==> config.mk <==
export PLATFORM = sky130hd
export DESIGN_NAME = bfa_front_flat
export DESIGN_NICKNAME = d
export VERILOG_FILES = /design/src/rtl/core/assert_macros.svh /design/src/rtl/core/bfa_pkg.sv /design/src/rtl/core/bfa_if.sv /design/src/rtl/core/bfa_front.sv /design/src/flat_wrapper.sv
export SDC_FILE = /design/constraint.sdc
export NUM_CORES = 1
export LEC_CHECK = 0
export ABC_AREA = 1
export BUFFER_PORTS_ARGS = -buffer_cell sky130_fd_sc_hd__buf_2
export CORE_ASPECT_RATIO = 0.5
export CORE_MARGIN = 1.5
export CORE_UTILIZATION = 35
export CTS_CLUSTER_DIAMETER = 200
export CTS_CLUSTER_SIZE = 14
export DETAILED_ROUTE_END_ITERATION = 12
export GPL_TIMING_DRIVEN = 0
export PLACE_DENSITY_LB_ADDON = 0.1
export SETUP_SLACK_MARGIN = 0.05
export SYNTH_ARGS = -nofsm -noshare
export SYNTH_HDL_FRONTEND = slang
export SYNTH_SLANG_ARGS = --single-unit
==> constraint.sdc <==
create_clock -name clk -period 3.1 [get_ports clk]
set_input_delay 0.31 -clock clk [delete_from_list [all_inputs] [get_ports clk]]
set_output_delay 0.31 -clock clk [all_outputs]
set_load 0.1 [all_outputs]
==> src/rtl/core/assert_macros.svh <==
// ----------------------------------------------------------------------------
// assertion macros used by the allocator back end
// ----------------------------------------------------------------------------
`ifndef ASSERT_MACROS_SVH
`define ASSERT_MACROS_SVH

// clocked check, off while reset is applied
`define BFA_ASSERT(name, prop, msg) \
	name: assert property (@(posedge clk) disable iff (!arst_n) prop) else $error(msg);

// implication form of the clocked check
`define BFA_ASSERT_IMPLY(name, ante, cons, msg) \
	`BFA_ASSERT(name, (ante) |-> (cons), msg)

`endif

==> src/rtl/core/bfa_pkg.sv <==
// ----------------------------------------------------------------------------
// bfa_pkg
// types, codes and constants of the bitmap frame allocator
// ----------------------------------------------------------------------------
package bfa_pkg;

	localparam int FRAME_COUNT_DEF = 65536;
	localparam int WORD_BITS_DEF   = 64;

	localparam int CMD_W   = 2;
	localparam int START_W = 16;
	localparam int NUM_W   = 17;
	localparam int FID_W   = 16;
	localparam int CFG_W   = 17;
	localparam int PADDR_W = 3;
	localparam int PDATA_W = 32;

	localparam logic [CFG_W-1:0] RANGE_FIRST_RST = 17'd0;
	localparam logic [CFG_W-1:0] RANGE_LIMIT_RST = 17'd65536;

	// register index as decoded from paddr[2]
	localparam logic REG_RANGE_FIRST = 1'b0;
	localparam logic REG_RANGE_LIMIT = 1'b1;

	// command codes on the input channel
	localparam logic [CMD_W-1:0] CMD_ALLOC = 2'd0;
	localparam logic [CMD_W-1:0] CMD_FREE  = 2'd1;
	localparam logic [CMD_W-1:0] CMD_MARK  = 2'd2;

	localparam logic STATUS_OK    = 1'b0;
	localparam logic STATUS_NOMEM = 1'b1;

	typedef enum logic [1:0] {
		OP_ALLOC,
		OP_FREE,
		OP_MARK,
		OP_NOP
	} op_t;

	typedef enum logic [2:0] {
		BS_CLR,
		BS_IDLE,
		BS_DIV,
		BS_RD,
		BS_SCAN,
		BS_WRD,
		BS_WMOD
	} bst_t;

	typedef struct packed {
		op_t                op;
		logic [START_W-1:0] start;
		logic [NUM_W-1:0]   num;
	} req_t;

	typedef struct packed {
		logic [CFG_W-1:0] first;
		logic [CFG_W-1:0] limit;
	} cfg_t;

endpackage

==> src/rtl/core/bfa_if.sv <==
// ----------------------------------------------------------------------------
// bfa_if
// valid/ready channels of the allocator: commands in, results out
// ----------------------------------------------------------------------------
interface bfa_req_if;
	import bfa_pkg::*;
	logic               valid;
	logic               ready;
	logic [CMD_W-1:0]   cmd;
	logic [START_W-1:0] run_start;
	logic [NUM_W-1:0]   run_len;

	modport source (output valid, cmd, run_start, run_len, input ready);
	modport sink (input valid, cmd, run_start, run_len, output ready);
endinterface


==> src/rtl/core/bfa_front.sv <==
// ----------------------------------------------------------------------------
// bfa_front
// accepts command items, decodes them and holds them in a two-entry queue
// ----------------------------------------------------------------------------
module bfa_front import bfa_pkg::*; (
	input  logic        clk,
	input  logic        arst_n,
	bfa_req_if.sink     req,
	input  logic        clr_busy,
	output logic        q_valid,
	output req_t        q_item,
	input  logic        q_pop
);

	localparam int QD = 2;

	req_t       ent_q [QD];
	logic       wr_ptr_q;
	logic       rd_ptr_q;
	logic [1:0] cnt_q;
	logic       push;
	op_t        op_dec;

	// no items while the bitmap is being cleared
	assign req.ready = (cnt_q != 2'(QD)) && !clr_busy;
	assign push      = req.valid && req.ready;
	assign q_valid   = (cnt_q != 2'd0);
	assign q_item    = ent_q[rd_ptr_q];

	// command classification
	always_comb begin
		case (req.cmd)
			CMD_ALLOC: op_dec = OP_ALLOC;
			CMD_FREE:  op_dec = OP_FREE;
			CMD_MARK:  op_dec = OP_MARK;
			default:   op_dec = OP_NOP;
		endcase
	end

	// queue pointers and fill
	always_ff @(posedge clk or negedge arst_n) begin
		if (!arst_n) begin
			wr_ptr_q <= 1'b0;
			rd_ptr_q <= 1'b0;
			cnt_q    <= 2'd0;
		end else begin
			if (push) wr_ptr_q <= ~wr_ptr_q;
			if (q_pop) rd_ptr_q <= ~rd_ptr_q;
			if (push && !q_pop) cnt_q <= cnt_q + 2'd1;
			else if (!push && q_pop) cnt_q <= cnt_q - 2'd1;
		end
	end

	// queue storage
	always_ff @(posedge clk) begin
		if (push) begin
			ent_q[wr_ptr_q] <= '{op: op_dec, start: req.run_start, num: req.run_len};
		end
	end

endmodule

==> src/flat_wrapper.sv <==
// flat-port wrapper written by rule: the top's interface ports become plain ports
module bfa_front_flat import bfa_pkg::*;
  (clk, arst_n, clr_busy, q_valid, q_item, q_pop, req_valid, req_cmd, req_run_start, req_run_len, req_ready);
  bfa_req_if req_i ();
  input  logic clk;
  input  logic arst_n;
  input  logic clr_busy;
  output logic q_valid;
  output req_t q_item;
  input  logic q_pop;
  input wire logic [$bits(req_i.valid)-1:0] req_valid;
  input wire logic [$bits(req_i.cmd)-1:0] req_cmd;
  input wire logic [$bits(req_i.run_start)-1:0] req_run_start;
  input wire logic [$bits(req_i.run_len)-1:0] req_run_len;
  output wire logic [$bits(req_i.ready)-1:0] req_ready;
  assign req_i.valid = req_valid;
  assign req_i.cmd = req_cmd;
  assign req_i.run_start = req_run_start;
  assign req_i.run_len = req_run_len;
  assign req_ready = req_i.ready;
  bfa_front u_core (.clk(clk), .arst_n(arst_n), .req(req_i), .clr_busy(clr_busy), .q_valid(q_valid), .q_item(q_item), .q_pop(q_pop));
endmodule
# Word-level counts from Yosys, hierarchy flattened
# Memory sizes are Yosys's and may differ from the RTL's.
# Index checks and enable logic that the tools add are counted.
[op_classes]
muxes = 5
div = 0
n_reduce_logical = 10
magnitude_cmp = 0
n_mul = 0
bitwise_logic = 2
shifts = 0
eq_ne = 3
addsub = 2
[op_table]
columns = ["operator", "n"]
rows = [
  ["$pmux 2 s3", 1],
  ["$logic_and 1x1->1", 4],
  ["$mux 2", 2],
  ["$reduce_bool 2->1", 2],
  ["$logic_not 1->1", 3],
  ["$add 2x1->2 const B", 1],
  ["$eq 2x1->1 const B", 1],
  ["$eq 2x2->1 const B", 1],
  ["$logic_not 2->1", 1],
  ["$mux 1", 2],
  ["$ne 2x2->1 const B", 1],
  ["$not 1->1", 2],
  ["$sub 2x1->2 const B", 1],
]
[totals]
rom_bits = 0
out_inout_bits = 37
ram_bits = 70
register_bits = 4
latch_bits = 0
memories = 1
[mem_list]
columns = ["memory", "words", "word_bits", "read_ports", "rd_ports_with_merged_regs", "write_ports", "line_no", "source"]
rows = [
  ["u_core.ent_q", 2, 35, 1, 0, 1, "bfa_front.sv:17", "req_t ent_q [QD];"],
]

# Depth between registers and ports, before layout
# Gate-level depths: netlist of the first run.
[logic_depth]
depth_word = 7
depth_mapped = 10
mapped_depth_nobuf = 10

# Least setup slack after synthesis of the first run
# OpenSTA, ideal clock, no wires.
[synth_path]
path_type = "flip-flop to flip-flop"
from = "register u_core.cnt_q[0]"
to = "memory u_core.ent_q[1][0] in the netlist's numbering (enable)"
path_slack_ns = 0.579
setup_ns = 0.427
arrival_time_ns = 2.094
path_stages_with_launch = 5
required_ns = 2.673
period_less_slack_ns = 2.521
path_cell_list = "dfrtp_1 inv_1 nand2_1 nand3_1 nor2_1"
[synth_via]
elab_chain_len = 5
[synth_rtl]
columns = ["element", "line_no", "source"]
rows = [
  ["from (decl)", "bfa_front.sv:20", "logic [1:0] cnt_q;"],
  ["from (signal assigned)", "bfa_front.sv:49", "if (push && !q_pop) cnt_q <= cnt_q + 2'd1;"],
  ["from (signal assigned)", "bfa_front.sv:50", "else if (!push && q_pop) cnt_q <= cnt_q - 2'd1;"],
  ["$ne 2x2->1", "bfa_front.sv:25", "assign req.ready = (cnt_q != 2'(QD)) && !clr_busy;"],
  ["$logic_and 1x1->1", "bfa_front.sv:25", ""],
  ["$logic_and 1x1->1", "bfa_front.sv:26", "assign push = req.valid && req.ready;"],
  ["$mux 1", "bfa_front.sv:56", "if (push) begin"],
  ["$mux 1 (not written as such)", "bfa_front.sv:57", "ent_q[wr_ptr_q] <= '{op: op_dec, start: req.run_start, num: req.run_len};"],
  ["to (decl)", "bfa_front.sv:17", ""],
]
# No other way between the ends.

==> results of run 1 <==
==> flip-flops by register name (all words and copies together) (netlist names) <==
name             flops
u_core.rd_ptr_q      1
u_core.cnt_q         2
u_core.ent_q        70
u_core.wr_ptr_q      1
==> layout by cell type, fill, tap and decap left out, types with 3 or more instances in the layout <==
cell type and count:
dfrtp_1 4, clkbuf_1 3, nand2_1 8, edfxtp_1 70, buf_12 4, mux2_4 29, inv_1 8, buf_2 74
clkbuf_16 9, mux2_2 6
==> stage by stage <==
step	setup TNS, ns	hold WS, ns	setup slack, ns
5_1_grt	0	0.159	1.12
2_1_floorplan	0	0.0144	0.579
6_report	0	0.173	1.17
4_1_cts	0	0.156	1.14
3_5_place_dp	0	0.123	1.36
3_3_place_gp	-15.58	0.123	-0.448
==> cell usage after synthesis (2+ instances only) <==
cell type | number | area [µm²]
buf_12 | 3 | 60.1
dfrtp_1 | 4 | 100
mux2_4 | 29 | 435
nand2_1 | 8 | 30.0
nand3_1 | 2 | 10.0
edfxtp_1 | 70 | 2100
mux2_2 | 6 | 67.6
nand4_1 | 2 | 12.5
inv_1 | 9 | 33.8
clkbuf_1 | 2 | 7.51
==> per-layer routing <==
metal | up-vias | GRT usage | part of all wire | wire length (µm)
met5 | - | 0 | 0 | 0
met4 | 0 | 0.0625 | 0.015 | 69
met3 | 6 | 0.0495 | 0.061 | 282
met2 | 45 | 0.190 | 0.51 | 2400
met1 | 711 | 0.122 | 0.41 | 1910
li1 | 705 | - | - | -
==> cell type report <==
class | instances | area share
well taps | 112 | 0.0372
clock inverters | 6 | 0.0216
multi-input cells | 52 | 0.160
flip-flops and latches | 74 | 0.585
plain buffers | 6 | 0.0209
repair buffers | 76 | 0.106
clock buffers | 10 | 0.0608
inverters | 9 | 0.00897
==> final timing paths <==
kind,startpoint,end,cells past startpoint
setup / recovery,u_core.rd_ptr_q,q_item[17],4
setup reg to reg,u_core.cnt_q[0],u_core.ent_q[0][5],4
max in group asynchronous,arst_n,u_core.rd_ptr_q,2
hold / removal,req_run_len[16],u_core.ent_q[1][16],1
hold reg to reg,u_core.wr_ptr_q,u_core.wr_ptr_q,2
min in group asynchronous,arst_n,u_core.wr_ptr_q,2
==> cells by family after synthesis <==
family	Yosys count
flops	74
mux	35
buf+inv	15
simple gates	13
xor+xnor	2
compound gates	1
fa+ha+maj	1
==> impl_metrics.py, run 1 <==
metrics = {
    "global_route": {
        "first_global_vias": 1454,
        "grt-ovfl-total": 0,
        "grtUsageTotal": 0.112,
        "antenna_found_initial": 0,
        "grt_pass1_wl_mm": 7.12,
        "grt_start_max_net_pins": 36,
    },
    "setup_path": {
        "cp_max_fo": 10,
        "crit_family": "buffers and inverters",
        "critical_path_class": "flip-flop to output pin",
        "slowest_delay_ns": 0.42,
        "rrSetupSlack_ns": 1.40,
        "worstSetupEndpointType": "output pin",
        "crit_path_cell_trace": "buf_6 -> buf_12 -> mux2_4 -> buf_2",
        "start_kind": "flip-flop",
        "required_ns": 2.79,
        "critPathSlowestCell": "buf_2",
        "crit_arrival_ns": 1.62,
        "cp_num_buf_inv": 3,
    },
    "final_layout": {
        "fillers": 704,
        "nNetsFinal": 269,
        "ff_latch_area_um2": 2200,
        "multi_input_area_um2": 602,
        "n_antenna_cell": 0,
        "area_growth_syn_to_layout_pct": 29.5,
        "layout.cells.non_filler": 345,
        "drive_above_1_share": 0.558,
        "design_area_um2": 3770,
        "fin_util": 0.469,
    },
    "logic_synthesis": {
        "synthAdderAreaFrac": 0.00430,
        "ys_ff_latch": 74,
        "synthArstFlopShare": 0.0541,
        "syn_nets": 182,
        "syn_inst": 141,
        "syn_area_um2": 2910,
        "synth_top_family_by_area": "multiplexers",
        "netlist-cell-type-count": 16,
        "yosys.area_share.simple": 0.0194,
        "syn_avg_cell_area_um2": 20.6,
        "ys_warn_count": 0,
        "synth-xor-area-share": 0.00602,
        "yosysSeqAreaShare": 0.757,
        "synth_compound_area_frac": 0.00172,
        "synth-main-ff-cell": "edfxtp_1",
        "synth-edff-count": 70,
        "muxShareOfSynthArea": 0.173,
    },
    "cts": {
        "hold_buffers": 1,
        "cts.sinks": 74,
        "htree_levels": 3,
        "path_clk_slew_ns": 0.05,
        "clockBufferDepth": 2,
        "post_cts_buffers": 0,
        "cts-root-buf": "clkbuf_16",
        "post_cts_resized": 0,
        "insertion_delay_ns": 0.32,
        "cts_tree": "built",
        "cts_made_buffers": 9,
    },
    "drt": {
        "drc_errors": 0,
        "first_pass_iters": 2,
        "viasPerCell": 4.25,
        "vias": 1467,
        "wl_per_cell_um": 13.5,
        "drt_iter0_drc": 41,
        "drt-total-wl_mm": 4.66,
        "detail-route-antenna-nets": 0,
    },
    "die": {
        "rows": 23,
        "core-area_um2": 8030,
        "dieWidth_um": 132,
        "die_area_um2": 8900,
        "dieHeight_um": 67.5,
        "io_pins": 77,
        "start_util": 0.362,
    },
    "timing": {
        "period_needed_ns": 1.93,
        "period_share": 0.621,
        "relSlewSlack": 0.448,
        "rsz0062_at_grt": "no",
        "hold_violations": 0,
        "worstMarginPinSlew_ns": 0.827,
        "setup_viol": 0,
        "clock_skew_ns": 0.00243,
        "clock.fmax_mhz": 519,
        "finalMaxSlewViolations": 0,
    },
    "outcome": {
        "outcome": "finished clean",
    },
    "job": {
        "drv_cap": 0,
    },
    "placed_design": {
        "placed_area_um2": 3450,
        "dp.cells": 328,
        "place_congestion": 0.624,
        "port_buffers": 74,
        "dp_hpwl_mm": 3.04,
    },
    "min_path": {
        "holdCritPathClass": "input port to flip-flop",
    },
}
Power of run 1 is left out: the tool's default activity adds up to more than one toggle a clock period on the data nets, which glitch-free logic cannot reach.
==> inputs of run 2 (changes only) <==
Clock period 3.1 ns to 1.7 ns, I/O delays scaled along.
==> run 2 against run 1 <==
  * Core utilization is 7.6 points higher
  * Setup slack worse by 1.2 ns
  * Clock-buffer cell count is 6 higher
  * Sequential share of layout area is 8.2 points lower
  * Critical path type unchanged
==> impl_metrics.py, run 2 (synthesized netlist as in run 1, its figures left out) <==
metrics = {
    "final_layout": {
        "regMostFlops": "u_core.ent_q",
        "reg_top3": "u_core.ent_q x70, u_core.cnt_q x2",
        "final_cell_mix": "edfxtp_1, buf_2, buf_12",
        "final_common_cell": "edfxtp_1",
        "n_antenna_cell": 0,
        "fillers": 642,
        "area_growth_syn_to_layout_pct": 50.5,
        "largest_reg_flops": 70,
        "drive_above_1_share": 0.582,
        "layout.cells.non_filler": 356,
        "nNetsFinal": 280,
    },
    "setup_path": {
        "slowest_delay_ns": 0.39,
        "crit_arrival_ns": 1.51,
        "cp_num_buf_inv": 3,
        "crit_cells": 4,
        "critPathSlowestCell": "dfrtp_1",
        "crit_start": "u_core.rd_ptr_q",
        "worstSetupEndpointType": "output pin",
        "crit_family": "buffers and inverters",
        "crit_path_end": "q_item[20]",
        "required_ns": 1.53,
        "crit_path_cell_trace": "buf_8 -> buf_12 -> mux2_4 -> buf_12",
        "start_kind": "flip-flop",
        "critical_path_class": "flip-flop to output pin",
        "r2r_cells": 9,
        "r2r-end": "u_core.cnt_q[1]",
        "crit_path_frequent_cell": "buf_12",
        "rrSetupSlack_ns": 0.20,
        "cp_max_fo": 10,
        "worstReg2RegStart": "u_core.cnt_q[0]",
    },
    "placed_design": {
        "place_congestion": 0.698,
        "pre_cts_slack_ns": -0.369,
        "dp.cells": 327,
        "port_buffers": 74,
        "dp_hpwl_mm": 3.11,
    },
    "timing": {
        "hold_violations": 0,
        "period_share": 0.987,
        "worstMarginPinSlew_ns": 0.483,
        "period_needed_ns": 1.68,
        "finalMaxSlewViolations": 0,
        "worst_slack_ns": 0.0218,
        "rsz0062_at_grt": "yes",
        "clock_skew_ns": 0.00576,
        "setup_viol": 0,
        "clock.fmax_mhz": 596,
        "hold_slack_ns": 0.0309,
        "relSlewSlack": 0.681,
    },
    "drt": {
        "first_pass_iters": 4,
        "wl_per_cell_um": 14.8,
        "detail-route-antenna-nets": 0,
        "drt_iter0_drc": 54,
        "drc_errors": 0,
        "vias": 1537,
        "drt-total-wl_mm": 5.26,
        "viasPerCell": 4.32,
    },
    "cts": {
        "insertion_delay_ns": 0.32,
        "cts.sinks": 74,
        "cts-root-buf": "clkbuf_16",
        "htree_levels": 3,
        "clockBufferDepth": 2,
        "cts_made_buffers": 9,
        "cts_tree": "built",
        "path_clk_slew_ns": 0.06,
    },
    "die": {
        "die_area_um2": 8900,
        "core-area_um2": 8030,
        "dieWidth_um": 132,
        "rows": 23,
        "dieHeight_um": 67.5,
        "io_pins": 77,
        "start_util": 0.362,
    },
    "global_route": {
        "antenna_found_initial": 0,
        "grt-ovfl-total": 0,
        "grt_pass1_wl_mm": 8.00,
        "grtUsageTotal": 0.126,
        "first_global_vias": 1617,
        "grt_start_max_net_pins": 19,
    },
    "min_path": {
        "holdCritPathClass": "input port to flip-flop",
    },
    "outcome": {
        "outcome": "finished clean",
    },
    "job": {
        "drv_cap": 0,
    },
}
run 2: cell types whose count changed in the layout (fill, tap and decap cells not counted), sizes merged:
cell      change
clkinvlp      +1
bufinv        -2
clkinv        -3
clkbuf        +7
inv           -1
buf           +8
nor2          +1
run 2: per-stage QoR:
stage | TNS, ns | utilization | instance area [µm²]
2_1_floorplan | 0 | - | 2920
3_3_place_gp | -21.72 | 0.428 | 3430
3_5_place_dp | -24.63 | 0.428 | 3430
4_1_cts | 0 | 0.534 | 4290
5_1_grt | -0.197 | 0.545 | 4380
6_report | 0 | 0.545 | 4380
run 2: area by class of cell:
cell class              count  area [µm²]  share of cell area
well taps                 112         140              0.0320
clock buffers              16         282              0.0643
inverters                   9        37.5             0.00857
repair buffers             85         998               0.228
repair inverters            1        7.51             0.00171
multi-input cells          53         629               0.144
plain buffers               6        82.6              0.0189
flip-flops and latches     74        2200               0.503
run 2: timing repair:
item	4_1_cts	5_1_grt
hold endpoints to repair	4	0
buffers inserted	8	1
hold buffers	1	0
endpoints found under the setup margin	105	32
cloned	2	1
resized for setup	125	15
pin swaps	3	0
run 2: metal layers:
layer,global-route usage,share of wire,up-vias
met5,0,0,-
met4,0.0458,0.0097,0
met1,0.137,0.42,763
met3,0.0586,0.052,4
li1,-,-,725
met2,0.222,0.52,45
run 2: worst reg2reg max path, stage by stage, from the launching register on:
cell and delay [ns]:
dfrtp_1 0.41, inv_2 0.10, nand2_1 0.10, nand3_4 0.13
inv_1 0.07, ha_1 0.30, inv_1 0.09, nand3_1 0.08
nand2_1 0.06, nand2_1 0.05
run 2: how the worst min path moves through the flow:
stage                           from             endpoint  slack, ns  cells after the start
detailed placement            arst_n      u_core.cnt_q[1]      -0.02                      1
floorplan                     arst_n      u_core.cnt_q[0]      -0.13                      0
global route        req_run_start[9]  u_core.ent_q[1][26]       0.02                      1
finish              req_run_start[9]  u_core.ent_q[1][26]       0.03                      1
CTS                 req_run_start[9]  u_core.ent_q[1][26]       0.02                      1
global placement              arst_n      u_core.cnt_q[0]      -0.02                      1
Power of run 2 is left out for the same reason.
